==> src/sv/bsfb_pkg.sv <==
// Shared types, constants and helpers of the byte stuffing frame builder.
`default_nettype none

package bsfb_pkg;

    localparam logic [7:0] FLAG_BYTE = 8'h7E;
    localparam logic [7:0] ESC_BYTE  = 8'h7D;
    localparam logic [7:0] ESC_FLAG  = 8'h5E;
    localparam logic [7:0] ESC_ESC   = 8'h5D;

    // Register indexes on the config channel
    localparam int unsigned CFG_IDX_W = 2;
    localparam logic [CFG_IDX_W-1:0] CFG_SRC_ADDR = 2'd0;
    localparam logic [CFG_IDX_W-1:0] CFG_DST_ADDR = 2'd1;
    localparam logic [CFG_IDX_W-1:0] CFG_DIR_CODE = 2'd2;

    // Output slots of one input word, in stream order
    localparam int unsigned NUM_SLOTS = 10;
    localparam int unsigned SLOT_W    = 4;
    typedef logic [SLOT_W-1:0] slot_t;
    localparam slot_t SLOT_OPEN     = 4'd0;
    localparam slot_t SLOT_SRC      = 4'd1;
    localparam slot_t SLOT_SRC_ESC  = 4'd2;
    localparam slot_t SLOT_DST      = 4'd3;
    localparam slot_t SLOT_DST_ESC  = 4'd4;
    localparam slot_t SLOT_DIR      = 4'd5;
    localparam slot_t SLOT_DIR_ESC  = 4'd6;
    localparam slot_t SLOT_DATA     = 4'd7;
    localparam slot_t SLOT_DATA_ESC = 4'd8;
    localparam slot_t SLOT_CLOSE    = 4'd9;

    typedef struct packed {
        logic [7:0] src_addr;
        logic [7:0] dst_addr;
        logic [7:0] dir_code;
    } hdr_cfg_t;

    typedef struct packed {
        logic [7:0] line_byte;
        logic       run_last;
        logic       frame_done;
    } out_word_t;

    function automatic logic needs_esc(input logic [7:0] b);
        return (b == FLAG_BYTE) || (b == ESC_BYTE);
    endfunction

    // First byte sent for b: escape lead or b itself
    function automatic logic [7:0] esc_lead(input logic [7:0] b);
        return needs_esc(b) ? ESC_BYTE : b;
    endfunction

    // Second byte of an escape pair
    function automatic logic [7:0] esc_tail(input logic [7:0] b);
        return (b == FLAG_BYTE) ? ESC_FLAG : ESC_ESC;
    endfunction

endpackage

`default_nettype wire

==> src/sv/bsfb_cfg_regs.sv <==
// Header configuration registers written through the config channel.
`default_nettype none

module bsfb_cfg_regs
    import bsfb_pkg::*;
(
    input  wire logic                 clk,
    input  wire logic                 rst_n,
    input  wire logic                 cfg_valid,
    output logic                      cfg_ready,
    input  wire logic [CFG_IDX_W-1:0] cfg_index,
    input  wire logic [7:0]           cfg_data,
    output hdr_cfg_t                  hdr
);

    hdr_cfg_t hdr_reg;
    hdr_cfg_t hdr_next;

    assign cfg_ready = 1'b1;
    assign hdr       = hdr_reg;

    always_comb
    begin
        hdr_next = hdr_reg;
        if (cfg_valid)
        begin
            unique case (cfg_index)
                CFG_SRC_ADDR: hdr_next.src_addr = cfg_data;
                CFG_DST_ADDR: hdr_next.dst_addr = cfg_data;
                CFG_DIR_CODE: hdr_next.dir_code = cfg_data;
                default:      hdr_next = hdr_reg;  // no register there
            endcase
        end
    end

    always_ff @(posedge clk or negedge rst_n)
    begin
        if (!rst_n)
            hdr_reg <= '0;
        else
            hdr_reg <= hdr_next;
    end

endmodule

`default_nettype wire

==> src/sv/bsfb_expander.sv <==
// Input word register and slot sequencer that turns one word into its bytes.
`default_nettype none

module bsfb_expander
    import bsfb_pkg::*;
(
    input  wire logic       clk,
    input  wire logic       rst_n,
    input  wire logic       s_tvalid,
    output logic            s_tready,
    input  wire logic [7:0] s_tdata,
    input  wire logic       s_tuser,
    input  wire logic       s_tlast,
    input  wire hdr_cfg_t   hdr,
    input  wire logic       take,
    output logic            word_valid,
    output out_word_t       word
);

    logic       in_valid_reg, in_valid_next;
    logic [7:0] in_byte_reg;
    logic       in_start_reg;
    logic       in_finish_reg;
    slot_t      pos_reg, pos_next;

    logic [NUM_SLOTS-1:0] mask;
    slot_t                nxt_slot;
    logic                 has_next;
    logic                 emit;
    logic                 s_accept;

    // Slots that this word produces
    always_comb
    begin
        mask                = '0;
        mask[SLOT_OPEN]     = in_start_reg;
        mask[SLOT_SRC]      = in_start_reg;
        mask[SLOT_SRC_ESC]  = in_start_reg && needs_esc(hdr.src_addr);
        mask[SLOT_DST]      = in_start_reg;
        mask[SLOT_DST_ESC]  = in_start_reg && needs_esc(hdr.dst_addr);
        mask[SLOT_DIR]      = in_start_reg;
        mask[SLOT_DIR_ESC]  = in_start_reg && needs_esc(hdr.dir_code);
        mask[SLOT_DATA]     = 1'b1;
        mask[SLOT_DATA_ESC] = needs_esc(in_byte_reg);
        mask[SLOT_CLOSE]    = in_finish_reg;
    end

    // Lowest active slot above the current one
    always_comb
    begin
        nxt_slot = pos_reg;
        has_next = 1'b0;
        for (int i = NUM_SLOTS - 1; i >= 0; i--)
        begin
            if (mask[i] && (slot_t'(i) > pos_reg))
            begin
                nxt_slot = slot_t'(i);
                has_next = 1'b1;
            end
        end
    end

    always_comb
    begin
        word.run_last   = !has_next;
        word.frame_done = 1'b0;
        unique case (pos_reg)
            SLOT_OPEN:     word.line_byte = FLAG_BYTE;
            SLOT_SRC:      word.line_byte = esc_lead(hdr.src_addr);
            SLOT_SRC_ESC:  word.line_byte = esc_tail(hdr.src_addr);
            SLOT_DST:      word.line_byte = esc_lead(hdr.dst_addr);
            SLOT_DST_ESC:  word.line_byte = esc_tail(hdr.dst_addr);
            SLOT_DIR:      word.line_byte = esc_lead(hdr.dir_code);
            SLOT_DIR_ESC:  word.line_byte = esc_tail(hdr.dir_code);
            SLOT_DATA:     word.line_byte = esc_lead(in_byte_reg);
            SLOT_DATA_ESC: word.line_byte = esc_tail(in_byte_reg);
            SLOT_CLOSE:
            begin
                word.line_byte  = FLAG_BYTE;
                word.frame_done = 1'b1;
            end
            default:       word.line_byte = FLAG_BYTE;  // unused codes
        endcase
    end

    assign word_valid = in_valid_reg;
    assign emit       = in_valid_reg && take;
    assign s_tready   = !in_valid_reg || (take && !has_next);
    assign s_accept   = s_tvalid && s_tready;

    always_comb
    begin
        in_valid_next = in_valid_reg;
        pos_next      = pos_reg;
        if (s_accept)
        begin
            in_valid_next = 1'b1;
            pos_next      = s_tuser ? SLOT_OPEN : SLOT_DATA;
        end
        else if (emit)
        begin
            in_valid_next = has_next;
            pos_next      = nxt_slot;
        end
    end

    always_ff @(posedge clk or negedge rst_n)
    begin
        if (!rst_n)
        begin
            in_valid_reg <= 1'b0;
            pos_reg      <= SLOT_DATA;
        end
        else
        begin
            in_valid_reg <= in_valid_next;
            pos_reg      <= pos_next;
        end
    end

    always_ff @(posedge clk)
    begin
        if (s_accept)
        begin
            in_byte_reg   <= s_tdata;
            in_start_reg  <= s_tuser;
            in_finish_reg <= s_tlast;
        end
    end

endmodule

`default_nettype wire

==> src/sv/bsfb_out_reg.sv <==
// Output register holding one line byte toward the master side.
`default_nettype none

module bsfb_out_reg
    import bsfb_pkg::*;
(
    input  wire logic       clk,
    input  wire logic       rst_n,
    input  wire logic       word_valid,
    input  wire out_word_t  word,
    output logic            take,
    output logic            m_tvalid,
    input  wire logic       m_tready,
    output logic [7:0]      m_tdata,
    output logic            m_tlast,
    output logic            m_tuser
);

    logic      out_valid_reg, out_valid_next;
    out_word_t out_word_reg;

    assign take           = !out_valid_reg || m_tready;
    assign out_valid_next = take ? word_valid : out_valid_reg;

    always_ff @(posedge clk or negedge rst_n)
    begin
        if (!rst_n)
            out_valid_reg <= 1'b0;
        else
            out_valid_reg <= out_valid_next;
    end

    always_ff @(posedge clk)
    begin
        if (take && word_valid)
            out_word_reg <= word;
    end

    assign m_tvalid = out_valid_reg;
    assign m_tdata  = out_word_reg.line_byte;
    assign m_tlast  = out_word_reg.run_last;
    assign m_tuser  = out_word_reg.frame_done;

endmodule

`default_nettype wire

==> src/sv/byte_stuffing_frame_builder_top.sv <==
// Top level of the byte stuffing frame builder.
//
// Slave side takes payload words: s_tdata is the raw byte, s_tuser marks the
// first byte of a frame, s_tlast the last. Master side gives the line stream
// one byte per word: opening flag 0x7E and three header bytes on a first
// byte, the payload byte, closing flag on a last byte. Header and payload
// bytes are escaped (0x7E -> 7D 5E, 0x7D -> 7D 5D). m_tlast marks the final
// byte caused by one input word, m_tuser marks a closing flag.
// Header bytes come from the config channel (index 0 source, 1 destination,
// 2 direction); cfg_ready is always high, write only while idle.
// The input word is held in the input register, and its first line byte then
// loads the output register, from which it shows on the master side. Each
// input word gives 1 to 10 line bytes, one line byte per cycle while m_tready
// stays high, set by the single output register; the next input word loads in
// the same cycle the last byte of the current one moves out.
// Reset: all header registers clear to 0, both stages empty.
// Stall: a low m_tready holds the output register; the input register
// holds its word and s_tready drops until the stream moves again.
`default_nettype none

module byte_stuffing_frame_builder_top
    import bsfb_pkg::*;
(
    input  wire logic                 clk,
    input  wire logic                 rst_n,
    input  wire logic                 s_tvalid,
    output logic                      s_tready,
    input  wire logic [7:0]           s_tdata,   // [7:0] payload_byte
    input  wire logic                 s_tuser,   // [0] frame_start
    input  wire logic                 s_tlast,   // frame_finish
    output logic                      m_tvalid,
    input  wire logic                 m_tready,
    output logic [7:0]                m_tdata,   // [7:0] line_byte
    output logic                      m_tuser,   // [0] frame_done
    output logic                      m_tlast,   // run_last
    input  wire logic                 cfg_valid,
    output logic                      cfg_ready,
    input  wire logic [CFG_IDX_W-1:0] cfg_index,
    input  wire logic [7:0]           cfg_data
);

    hdr_cfg_t  hdr;
    logic      take;
    logic      word_valid;
    out_word_t word;

    bsfb_cfg_regs u_cfg_regs (
        .clk       (clk),
        .rst_n     (rst_n),
        .cfg_valid (cfg_valid),
        .cfg_ready (cfg_ready),
        .cfg_index (cfg_index),
        .cfg_data  (cfg_data),
        .hdr       (hdr)
    );

    bsfb_expander u_expander (
        .clk        (clk),
        .rst_n      (rst_n),
        .s_tvalid   (s_tvalid),
        .s_tready   (s_tready),
        .s_tdata    (s_tdata),
        .s_tuser    (s_tuser),
        .s_tlast    (s_tlast),
        .hdr        (hdr),
        .take       (take),
        .word_valid (word_valid),
        .word       (word)
    );

    bsfb_out_reg u_out_reg (
        .clk        (clk),
        .rst_n      (rst_n),
        .word_valid (word_valid),
        .word       (word),
        .take       (take),
        .m_tvalid   (m_tvalid),
        .m_tready   (m_tready),
        .m_tdata    (m_tdata),
        .m_tlast    (m_tlast),
        .m_tuser    (m_tuser)
    );

endmodule

`default_nettype wire

==> config.mk <==
export PLATFORM = sky130hd
export DESIGN_NAME = byte_stuffing_frame_builder_top
export DESIGN_NICKNAME = d
export VERILOG_FILES = /design/src/sv/bsfb_pkg.sv /design/src/sv/bsfb_cfg_regs.sv /design/src/sv/bsfb_expander.sv /design/src/sv/bsfb_out_reg.sv /design/src/sv/byte_stuffing_frame_builder_top.sv
export SDC_FILE = /design/constraint.sdc
export NUM_CORES = 1
export LEC_CHECK = 0
export BUFFER_PORTS_ARGS = -buffer_cell sky130_fd_sc_hd__buf_4
export CAP_MARGIN = 20
export CELL_PAD_IN_SITES_DETAIL_PLACEMENT = 0
export CELL_PAD_IN_SITES_GLOBAL_PLACEMENT = 1
export CORE_ASPECT_RATIO = 0.6
export CORE_MARGIN = 2
export CORE_UTILIZATION = 46
export CTS_BUF_LIST = sky130_fd_sc_hd__clkbuf_4 sky130_fd_sc_hd__clkbuf_8 sky130_fd_sc_hd__clkbuf_16
export DETAILED_ROUTE_END_ITERATION = 6
export PLACE_DENSITY_LB_ADDON = 0.1
export SYNTH_ARGS = -nofsm -noshare
export SYNTH_HDL_FRONTEND = slang
export SYNTH_SLANG_ARGS = --single-unit
==> constraint.sdc <==
create_clock -name clk -period 2.35 [get_ports clk]
set_input_delay 0.3525 -clock clk [delete_from_list [all_inputs] [get_ports clk]]
set_output_delay 0.3525 -clock clk [all_outputs]
set_load 0.03 [all_outputs]
=== Word-level counts from Yosys, hierarchy flattened ===
Cells that the tools add are included.

* Register bits after elaboration: 50
* Output and inout port bits: 13
* Word-level logic and storage cells: 107

* Order comparisons: 10
* Eq/ne operators: 19
* Muxes and demuxes: 35
* Reductions and logical operators: 31

{| class="wikitable"
|+ Operators with widths
! kind !! count
|-
| == test 8 x 7 -> 1 bit (second input constant) || 8
|-
| case mux 8 bit (8 select lines) || 1
|-
| two-way mux 4 bit || 12
|-
| two-way mux 8 bit || 4
|-
| == test 4 x 3 -> 1 bit (second input constant) || 4
|-
| > comparator 3 x 4 -> 1 bit (first input constant) || 4
|-
| logical AND 1 bit || 15
|-
| two-way mux 1 bit || 13
|-
| nonzero test 11 bit || 1
|-
| == test 4 x 2 -> 1 bit (second input constant) || 2
|-
| == test 4 bit (second input constant) || 2
|-
| > comparator 1 x 4 -> 1 bit (first input constant) || 2
|-
| > comparator 2 x 4 -> 1 bit (first input constant) || 2
|-
| > comparator 4 bit (first input constant) || 2
|-
| two-way mux 2 bit || 4
|-
| AND reduction 2 bit || 4
|-
| logical OR 1 bit || 6
|-
| == test 4 x 1 -> 1 bit (second input constant) || 1
|-
| zero test 1 bit || 3
|-
| two-way mux 3 bit || 1
|-
| == test 2 x 1 -> 1 bit (second input constant) || 1
|-
| == test 2 bit (second input constant) || 1
|-
| zero test 2 bit || 1
|-
| nonzero test 2 bit || 1
|}

=== Depth between registers and ports, before layout ===
Gate-level depths: netlist (run 1).

* Word-level depth: 18
* Gate-level depth with buffers: 6
* Depth with buffers taken out: 5

=== Hierarchy ===
A second synthesis (run 1) with hierarchy kept.

* Cell total of the unflattened synthesis: 222
* Area total of the unflattened synthesis: 2657.5 sq um

{| class="wikitable"
|+ Modules (own cells, without submodules)
! module !! instances !! cells an instance !! area each (sq um) !! sequential area each (sq um)
|-
| bsfb_expander || 1 || 155 || 1380.1 || 429.2
|-
| bsfb_cfg_regs || 1 || 53 || 923.4 || 600.6
|-
| bsfb_out_reg || 1 || 14 || 354.1 || 325.3
|}

=== Worst setup path after synthesis (run 1) ===
Ideal clock, no wire load.

* Kind: register to register
* Start point: register u_expander.pos_reg[0]
* End point: register u_expander.in_byte_reg[0], enable pin
* Library setup time: 0.398 ns
* Arrival: 1.741 ns
* Required time: 1.952 ns
* Path slack: 0.210 ns
* Cell stages (with the launch flop): 3
* Period minus slack after synthesis: 2.140 ns
* Cells stage by stage: dfstp_2 nand4b_1 o41ai_2

* Word-level cells in the longest chain between the ends: 16
* Elaborated cells on any way between the ends: 33

{| class="wikitable"
|+ RTL lines
! element !! line !! source
|-
| from (decl) || bsfb_expander.sv:24 || <nowiki>slot_t pos_reg, pos_next;</nowiki>
|-
| from (signal assigned) || bsfb_expander.sv:117 || <nowiki>pos_reg <= pos_next;</nowiki>
|-
| > comparator 4 bit || bsfb_expander.sv:55 || <nowiki>if (mask[i] && (slot_t'(i) > pos_reg))</nowiki>
|-
| logical AND 1 bit || bsfb_expander.sv:55 ||
|-
| two-way mux 1 bit (9 in series) || bsfb_expander.sv:55 ||
|-
| two-way mux 1 bit * || bsfb_expander.sv:55 ||
|-
| zero test 1 bit * || bsfb_expander.sv:88 || <nowiki>assign s_tready = !in_valid_reg || (take && !has_next);</nowiki>
|-
| logical AND 1 bit * || bsfb_expander.sv:88 ||
|-
| logical OR 1 bit * || bsfb_expander.sv:88 ||
|-
| logical AND 1 bit * || bsfb_expander.sv:89 || <nowiki>assign s_accept = s_tvalid && s_tready;</nowiki>
|-
| net u_expander.s_accept || bsfb_expander.sv:30 || <nowiki>logic s_accept;</nowiki>
|-
| to (signal assigned) || bsfb_expander.sv:125 || <nowiki>in_byte_reg <= s_tdata;</nowiki>
|-
| to (decl) || bsfb_expander.sv:21 || <nowiki>logic [7:0] in_byte_reg;</nowiki>
|}

Mark *: on every way through the listed nets, which the timed path passes. The rest lies on a longest branch.
A chain may end at the register's enable or synchronous reset.

==> results of run 1 <==
## cells in the final DEF (no fill, tap or decap), types with 4 or more instances in the layout
cell type / instances
mux4_2: 4
nand2b_1: 13
nand4_1: 4
dfrtp_1: 27
nand2_1: 9
inv_1: 4
clkbuf_8: 5
buf_4: 42
a21oi_1: 7
nor3_1: 6
o21ai_0: 4
nor2_1: 11
edfxtp_1: 20
mux2i_1: 6
mux2_2: 25
## path summary, 6_finish.rpt
kind | cells after the start | slack (ps) | endpoint
max | 5 | 130 | s_tready
min | 1 | 220 | u_expander.in_byte_reg[2]$_DFFE_PP_
max reg2reg | 6 | 270 | u_expander.pos_reg[1]$_DFFE_PN1P_
min reg2reg | 1 | 540 | u_cfg_regs.hdr[7]$_DFFE_PN0P_
max in group asynchronous | 2 | 1500 | u_expander.pos_reg[0]$_DFFE_PN1P_
min in group asynchronous | 2 | 520 | u_expander.pos_reg[3]$_DFFE_PN0P_
## metal layers
metal / part of all wire (%) / GRT usage [%] / vias up
met2: 41 / 27.4 / 68
li1: - / - / 879
met3: 7.1 / 3.94 / 6
met4: 0.65 / 4.90 / 0
met5: 0 / 0 / -
met1: 51 / 35.2 / 948
## report_power, final
part,switching (mW),internal [mW]
logic,0.892,0.690
clock network,0.268,0.299
registers,0.211,1.23
## stage by stage
step	setup WS, ps	std cells	hold WS, ps	utilization, %
4_1_cts	87.9	320	215	56.0
2_1_floorplan	210	208	56.9	-
3_5_place_dp	286	311	310	53.9
6_report	127	320	221	56.1
3_3_place_gp	346	311	296	53.9
5_1_grt	6.24	320	209	56.1
## kinds of logic after synthesis
group,after synthesis
buffers and inverters,12
XOR/XNOR,4
multiplexers,35
other,1
AND/OR/NAND/NOR,64
flip-flops,50
AO/OA/AOI/OAI,42
## area by class of cell
class	count	area, µm²	share of cell area (%)
inverters	4	15.0	0.487
well taps	69	86.3	2.80
repair buffers	43	325	10.6
multi-input cells	146	1190	38.7
clock buffers	8	109	3.53
flip-flops and latches	50	1360	44.0
## timing repair
item | CTS | global route
endpoints found under the hold margin | 27 | 0
hold buffers | 1 | 0
gates resized for setup | 1 | 1
setup endpoints to repair | 1 | 1
cloned | 0 | 0
==> metrics.txt, run 1 <==
Syn Inst Count 208; Inserted Diodes 0; Core Region 0.00549 mm²; grt ovf 0; hold_sp s_tdata[2]; CP max-delay cell or4b_4; crit path time final 2220 ps; Setup Skew 8.07 ps; clk buf depth 2; Initial DRC Count 135; initial antenna violation count 0; vias in the first global route 1826; LEAKAGE 1.20 nW; crit path max fanout 17; crit share post-route 94.6%; Post-Synth Adder-Cell Area 0%; top achievable clock speed 450 MHz; Fill cells 448; Min-Delay Path Class in -> reg; setup bufs post-CTS 0; Synth Cell Area 0.00259 mm²; Final Wtd Congestion 0.835; largest family of logic cells by synthesized area multiplexers; Yosys top cell by area dfrtp_1; Synth Flop Type dfrtp_1; Routed WL 6180 µm; Overall Global Routing Usage 20.9%; # setup viols final 0; worst rel slew slack 47.5%; distinct cell type count after synthesis 59; Synth top area share 26.1%; Num CTS Buffers 5; Worst EP required 2000 ps; Max VDD drop 0.486 mV; Async SR Flop Fraction 60.0%; PwrDens 1170 mW/mm²; Worst-Margin Slew 783 ps; Synth Area in Simple Gates 14.3%; Final Hold Fails 0; DP HPWL 4750 µm; Syn Area/Cell 12.5 µm²; crit path kind reg -> out; Antenna Violating Nets Remaining 0; vias per cell 5.94; max-slew violation count 0; Fin Setup TNS 0 ps; depth of the CTS H-tree 2; beginning of the critical path u_expander.pos_reg[0]$_DFFE_PN1P_; max reg flops 24; final routed DRC violation total 0; I/O Buffers 36; dpl cell area 0.00296 mm²; share of layout cells above drive strength 1 35.9%; slowest stage delay, CP 570 ps; Worst Setup Start Kind register; Ys Warns 0; Compound-Gate Fraction of Synth Area 13.3%; Worst Path Buf+Inv 1; clock sink count 50; Die Y 62.1 µm; Worst R2R Start u_expander.pos_reg[0]$_DFFE_PN1P_; Die ar. 0.00627 mm²; Seq/Total Area, Yosys 52.3%; CTS Root Cell clkbuf_8; most frequent cell after synthesis dfrtp_1; most instantiated cells after synthesis dfrtp_1, mux2_2, edfxtp_1; Initial Util 47.2%; crit-path leading delay family simple AND/OR/NAND/NOR gates; pin count of the biggest net entering global routing 31; nature of the critical path endpoint output port; Worst-path clk slew 90 ps; cell area after layout 0.00308 mm²; maxcap violations 0; die width 101 µm; Tot Pwr 3.59 mW; clock latency on the worst-skew pair 300 ps; DRT Pass-1 Iters 4; Top Ports 38; unrepaired setup endpoints after global routing no; Nets 275; #FFs+latches synth 50; global-route wire length before repair 10000 µm; P&R area growth vs syn 18.9%; wire length per cell 19.3 µm; routed vias 1901; status finished clean; net count after synthesis 233; post-synthesis mux area share 16.7%; CTS tree built; site row count 21; ranking of synthesized cells by area dfrtp_1, edfxtp_1, mux2_2; EDFF count, synth 20; Synth Area in XOR/XNOR 1.35%; critical path, cell by cell or4b_4, nand2_1, o21ai_2, a21bo_2, buf_4; WP data arrival 1870 ps
Note: power is estimated with default switching activity, not from simulation.
==> run 2, diff against run 1 <==
--- a/config.mk
+++ b/config.mk
@@ -14,6 +14,7 @@
 export CORE_UTILIZATION = 46
 export CTS_BUF_LIST = sky130_fd_sc_hd__clkbuf_4 sky130_fd_sc_hd__clkbuf_8 sky130_fd_sc_hd__clkbuf_16
 export DETAILED_ROUTE_END_ITERATION = 6
+export GPL_TIMING_DRIVEN = 0
 export PLACE_DENSITY_LB_ADDON = 0.1
 export SYNTH_ARGS = -nofsm -noshare
 export SYNTH_HDL_FRONTEND = slang
==> metrics.txt, run 2 (same netlist as run 1, synthesis figures left out) <==
wire length per cell 18.4 µm; Max VDD drop 0.454 mV; Routed WL 5910 µm; I/O Buffers 36; DRT Pass-1 Iters 4; sequential power share 39.7%; clk buf depth 2; grt ovf 0; most common cell after layout, fill and taps aside buf_4; clock sink count 50; CTS Root Cell clkbuf_8; Final Hold Fails 0; routed vias 1863; DP HPWL 4580 µm; vias per cell 5.79; # setup viols final 0; max reg flops 24; Die Y 62.1 µm; clock latency on the worst-skew pair 300 ps; Placed Instances 313; Final Wtd Congestion 0.854; unrepaired setup endpoints after global routing no; Initial Util 47.2%; hold_ws 219 ps; critical path, cell by cell nand4_1, nor3_4, o21ai_1, a21bo_2, buf_4; max-slew violation count 0; PwrDens 1170 mW/mm²; CP max-delay cell edfxtp_1; global-route wire length before repair 9800 µm; crit path max fanout 6; slowest stage delay, CP 420 ps; Nets 277; crit path kind reg -> out; vias in the first global route 1796; crit share post-route 95.4%; Worst Setup Start Kind register; CTS tree built; Net Sw Frac 39.2%; Top Ports 38; Setup Skew 5.33 ps; Die ar. 0.00627 mm²; top achievable clock speed 446 MHz; status finished clean; share of layout cells above drive strength 1 33.6%; commonest non-fill, non-tap cells in the layout buf_4, dfrtp_1, mux2_2; site row count 21; LEAKAGE 1.20 nW; crit path time final 2240 ps; P&R area growth vs syn 19.0%; Num CTS Buffers 5; depth of the CTS H-tree 2; cell internal pwr 2.19 mW; Tot Pwr 3.61 mW; WP data arrival 1890 ps; Initial DRC Count 173; setup bufs post-CTS 0; initial antenna violation count 0; Antenna Violating Nets Remaining 0; Min-Delay Path Class in -> reg; Core Region 0.00549 mm²; maxcap violations 0; Sw Pwr 1.41 mW; Inserted Diodes 0; Worst EP required 2000 ps; die width 101 µm; pin count of the biggest net entering global routing 31; nature of the critical path endpoint output port; Clk pwr share 15.8%; worst rel slew slack 34.1%; final routed DRC violation total 0; Overall Global Routing Usage 20.5%; combinational share of power 44.6%; Layout Cells excl Fill 322; Worst-path clk slew 90 ps; Worst-Margin Slew 985 ps
-- run 2: final timing paths --
kind	startpoint	endpoint	slack, ps	depth (start not counted)
min in group asynchronous	rst_n	u_cfg_regs.hdr[14]$_DFFE_PN0P_	520	2
max in group asynchronous	rst_n	u_expander.pos_reg[0]$_DFFE_PN1P_	1510	2
max	u_expander.in_byte_reg[2]$_DFFE_PP_	s_tready	110	5
min reg2reg	u_cfg_regs.hdr[13]$_DFFE_PN0P_	u_cfg_regs.hdr[13]$_DFFE_PN0P_	550	1
min	s_tdata[3]	u_expander.in_byte_reg[3]$_DFFE_PP_	220	1
max reg2reg	u_expander.pos_reg[0]$_DFFE_PN1P_	u_expander.in_byte_reg[4]$_DFFE_PP_	170	2
-- run 2: what timing repair did --
item	CTS	global route
gates resized for setup	2	1
setup endpoints to repair	2	1
hold buffers	1	0
endpoints found under the hold margin	27	0
pin swaps	0	1
-- run 2: metrics by stage --
step / setup WS (ps) / util [%] / instance area, µm² / setup TNS (ps)
2_1_floorplan: 210 / - / 2590 / 0
3_3_place_gp: -217 / 53.7 / 2950 / -2780
3_5_place_dp: 5.41 / 53.9 / 2960 / 0
4_1_cts: 54.7 / 56.2 / 3080 / 0
5_1_grt: 3.90 / 56.2 / 3080 / 0
6_report: 109 / 56.2 / 3080 / 0
-- run 2: power groups by stage --
stage               Clock (mW)  Sequential [mW]  Combinational (mW)
finish                   0.568             1.43                1.61
global route             0.624             1.46                1.74
CTS                      0.584             1.42                1.58
detailed placement           0             1.44                1.57
global placement             0             1.44                1.55
floorplan                    0             1.56               0.942
-- run 2: critical path, delay by kind of cell (launching register included) --
family / cells / cell delay (ps)
and+or+nand+nor: 2 / 620
DFF: 1 / 420
buffers and inverters: 1 / 160
AOI/OAI and AO/OA: 2 / 380
-- run 2: routing by layer --
metal | track usage [%] | part of all wire [%] | vias up
met1 | 35.3 | 53 | 885
met5 | 0 | 0 | -
li1 | - | - | 887
met4 | 3.72 | 0.25 | 0
met3 | 5.29 | 8.7 | 2
met2 | 25.5 | 38 | 89
-- run 2: final cells by class --
class | count | area [µm²]
Multi-Input combinational cell | 146 | 1200
Buffer | 8 | 35.0
Timing Repair Buffer | 37 | 280
Fill cell | 490 | 2410
Tap cell | 69 | 86.3
Sequential cell | 50 | 1360
Clock buffer | 7 | 101
Clock inverter | 1 | 6.26
Inverter | 4 | 15.0
==> run 3, diff against run 2 <==
--- a/config.mk
+++ b/config.mk
@@ -5,13 +5,14 @@
 export SDC_FILE = /design/constraint.sdc
 export NUM_CORES = 1
 export LEC_CHECK = 0
+export ABC_AREA = 1
 export BUFFER_PORTS_ARGS = -buffer_cell sky130_fd_sc_hd__buf_4
 export CAP_MARGIN = 20
 export CELL_PAD_IN_SITES_DETAIL_PLACEMENT = 0
 export CELL_PAD_IN_SITES_GLOBAL_PLACEMENT = 1
 export CORE_ASPECT_RATIO = 0.6
 export CORE_MARGIN = 2
-export CORE_UTILIZATION = 46
+export CORE_UTILIZATION = 42
 export CTS_BUF_LIST = sky130_fd_sc_hd__clkbuf_4 sky130_fd_sc_hd__clkbuf_8 sky130_fd_sc_hd__clkbuf_16
 export DETAILED_ROUTE_END_ITERATION = 6
 export GPL_TIMING_DRIVEN = 0
==> metrics.txt, run 3 <==
site row count 21; final routed DRC violation total 0; Die Y 63.9 µm; Worst-path clk slew 90 ps; Layout Cells excl Fill 428; Syn Area/Cell 8.34 µm²; Inserted Diodes 0; Seq/Total Area, Yosys 54.0%; routed vias 2122; LEAKAGE 1.45 nW; crit share post-route 94.9%; Worst Setup Start Kind register; crit-path leading delay family flip-flops; multi-input logic area 948 µm²; Routed WL 6160 µm; Async SR Flop Fraction 60.0%; max reg flops 24; Die ar. 0.00663 mm²; wire length per cell 14.4 µm; unrepaired setup endpoints after global routing no; WP data arrival 1880 ps; Worst-Margin Slew 1010 ps; Synth top area share 26.9%; Compound-Gate Fraction of Synth Area 12.1%; worst rel slew slack 32.1%; Synth Flop Type dfrtp_1; sequential power share 40.6%; CP max-delay cell dfstp_2; Sw Pwr 1.41 mW; most frequent cell after synthesis nand2_1; Worst Path Buf+Inv 2; Final Wtd Congestion 0.902; status finished clean; Fill cells 552; Setup Skew 12.5 ps; I/O Buffers 36; Clk pwr share 17.4%; clock sink count 50; Core Region 0.00568 mm²; Synth Area in XOR/XNOR 0%; Top Ports 38; Final Hold Fails 0; commonest non-fill, non-tap cells in the layout nand2_1, inv_1, buf_4; Tot Pwr 3.44 mW; DRT Pass-1 Iters 4; top achievable clock speed 448 MHz; PwrDens 1140 mW/mm²; die width 104 µm; slowest stage delay, CP 620 ps; Antenna Violating Nets Remaining 0; Post-Synth Adder-Cell Area 0%; Min-Delay Path Class in -> reg; DP HPWL 4830 µm; ranking of synthesized cells by area dfrtp_1, edfxtp_1, nand2_1; most instantiated cells after synthesis nand2_1, inv_1, o21ai_0; net count after synthesis 326; depth of the CTS H-tree 2; grt ovf 0; crit path max fanout 7; Overall Global Routing Usage 20.2%; share of layout cells above drive strength 1 19.0%; #FFs+latches synth 50; Ys Warns 0; global-route wire length before repair 10400 µm; critical path, cell by cell nand2_2, nor2_4, nor2_2, inv_2, nand3_4, o21ai_2, buf_4; CTS tree built; Worst EP required 2000 ps; largest family of logic cells by synthesized area simple AND/OR/NAND/NOR gates; register area 0.00136 mm²; P&R area growth vs syn 20.6%; nature of the critical path endpoint output port; EDFF count, synth 20; pin count of the biggest net entering global routing 31; crit path time final 2230 ps; vias per cell 4.96; cell internal pwr 2.03 mW; Synth Cell Area 0.00251 mm²; Num CTS Buffers 5; most common cell after layout, fill and taps aside nand2_1; Nets 372; maxcap violations 0; # setup viols final 0; CTS Root Cell clkbuf_8; max-slew violation count 0; Max VDD drop 0.557 mV; Synth Area in Simple Gates 25.3%; Initial Util 44.2%; Syn Inst Count 301; post-synthesis mux area share 0%; Yosys top cell by area dfrtp_1; Net Sw Frac 41.1%; Initial DRC Count 139; clk buf depth 2; Placed Instances 417; distinct cell type count after synthesis 30; clock latency on the worst-skew pair 300 ps; crit path kind reg -> out; Fin Setup TNS 0 ps; initial antenna violation count 0; vias in the first global route 2056; combinational share of power 42.0%; fin util 53.4%
run 3: repair_timing:
item / in CTS / in global routing
endpoints found under the setup margin: 1 / 1
buffers inserted: 0 / 2
resized for setup: 1 / 2
pin swaps: 1 / 1
hold endpoints to repair: 26 / 0
gates cloned: 0 / 0
hold buffers: 1 / 0
run 3: cell type report:
type                            count  area share (%)
Sequential cell                    50            44.8
Multi-Input combinational cell    195            31.3
Timing Repair Buffer               39            9.75
Inverter                           52            6.45
Clock buffer                        8            3.80
Tap cell                           80            3.31
Buffer                              4           0.620
run 3: final timing paths:
check                                                 endpoint  slack, ps                               from  depth (start not counted)
max                                                   s_tready        120  u_expander.pos_reg[1]$_DFFE_PN1P_                          7
min                         u_expander.in_finish_reg$_DFFE_PP_        220                            s_tlast                          1
max reg2reg                u_expander.in_byte_reg[5]$_DFFE_PP_        240  u_expander.pos_reg[1]$_DFFE_PN1P_                          8
min reg2reg                     u_cfg_regs.hdr[22]$_DFFE_PN0P_        500     u_cfg_regs.hdr[22]$_DFFE_PN0P_                          2
max in group asynchronous    u_expander.pos_reg[0]$_DFFE_PN1P_       1480                              rst_n                          2
min in group asynchronous       u_cfg_regs.hdr[11]$_DFFE_PN0P_        530                              rst_n                          2
run 3: metrics by stage:
stage / hold slack [ps] / instance area, µm² / setup WS, ps
5_1_grt: 209 / 3030 / 16.3
2_1_floorplan: 56.9 / 2510 / 155
4_1_cts: 218 / 3010 / 22.5
3_5_place_dp: 315 / 2880 / 162
6_report: 224 / 3030 / 120
3_3_place_gp: 310 / 2880 / 166
run 3: kinds of logic (layout without fill, tap and decap cells):
group,Yosys count,count (layout)
and+or+nand+nor,144,144
buffers and inverters,56,103
AOI/OAI and AO/OA,50,50
DFF,50,50
other,1,1
run 3: power groups by stage:
| stage | Sequential, mW | Combinational, mW | Clock [mW] |
|---|---|---|---|
| 6_report | 1.40 | 1.45 | 0.597 |
| 3_5_place_dp | 1.41 | 1.40 | 0 |
| 2_1_floorplan | 1.55 | 0.796 | 0 |
| 4_1_cts | 1.39 | 1.40 | 0.607 |
| 3_3_place_gp | 1.41 | 1.39 | 0 |
| 5_1_grt | 1.43 | 1.59 | 0.643 |
run 3: layer usage:
layer | global-route usage, % | vias to the layer above | part of all wire, % | wire, µm
li1 | - | 1071 | - | -
met1 | 32.8 | 983 | 57 | 3540
met2 | 27.9 | 63 | 37 | 2260
met3 | 3.98 | 5 | 5.4 | 332
met4 | 2.70 | 0 | 0.47 | 29
met5 | 0 | - | 0 | 0
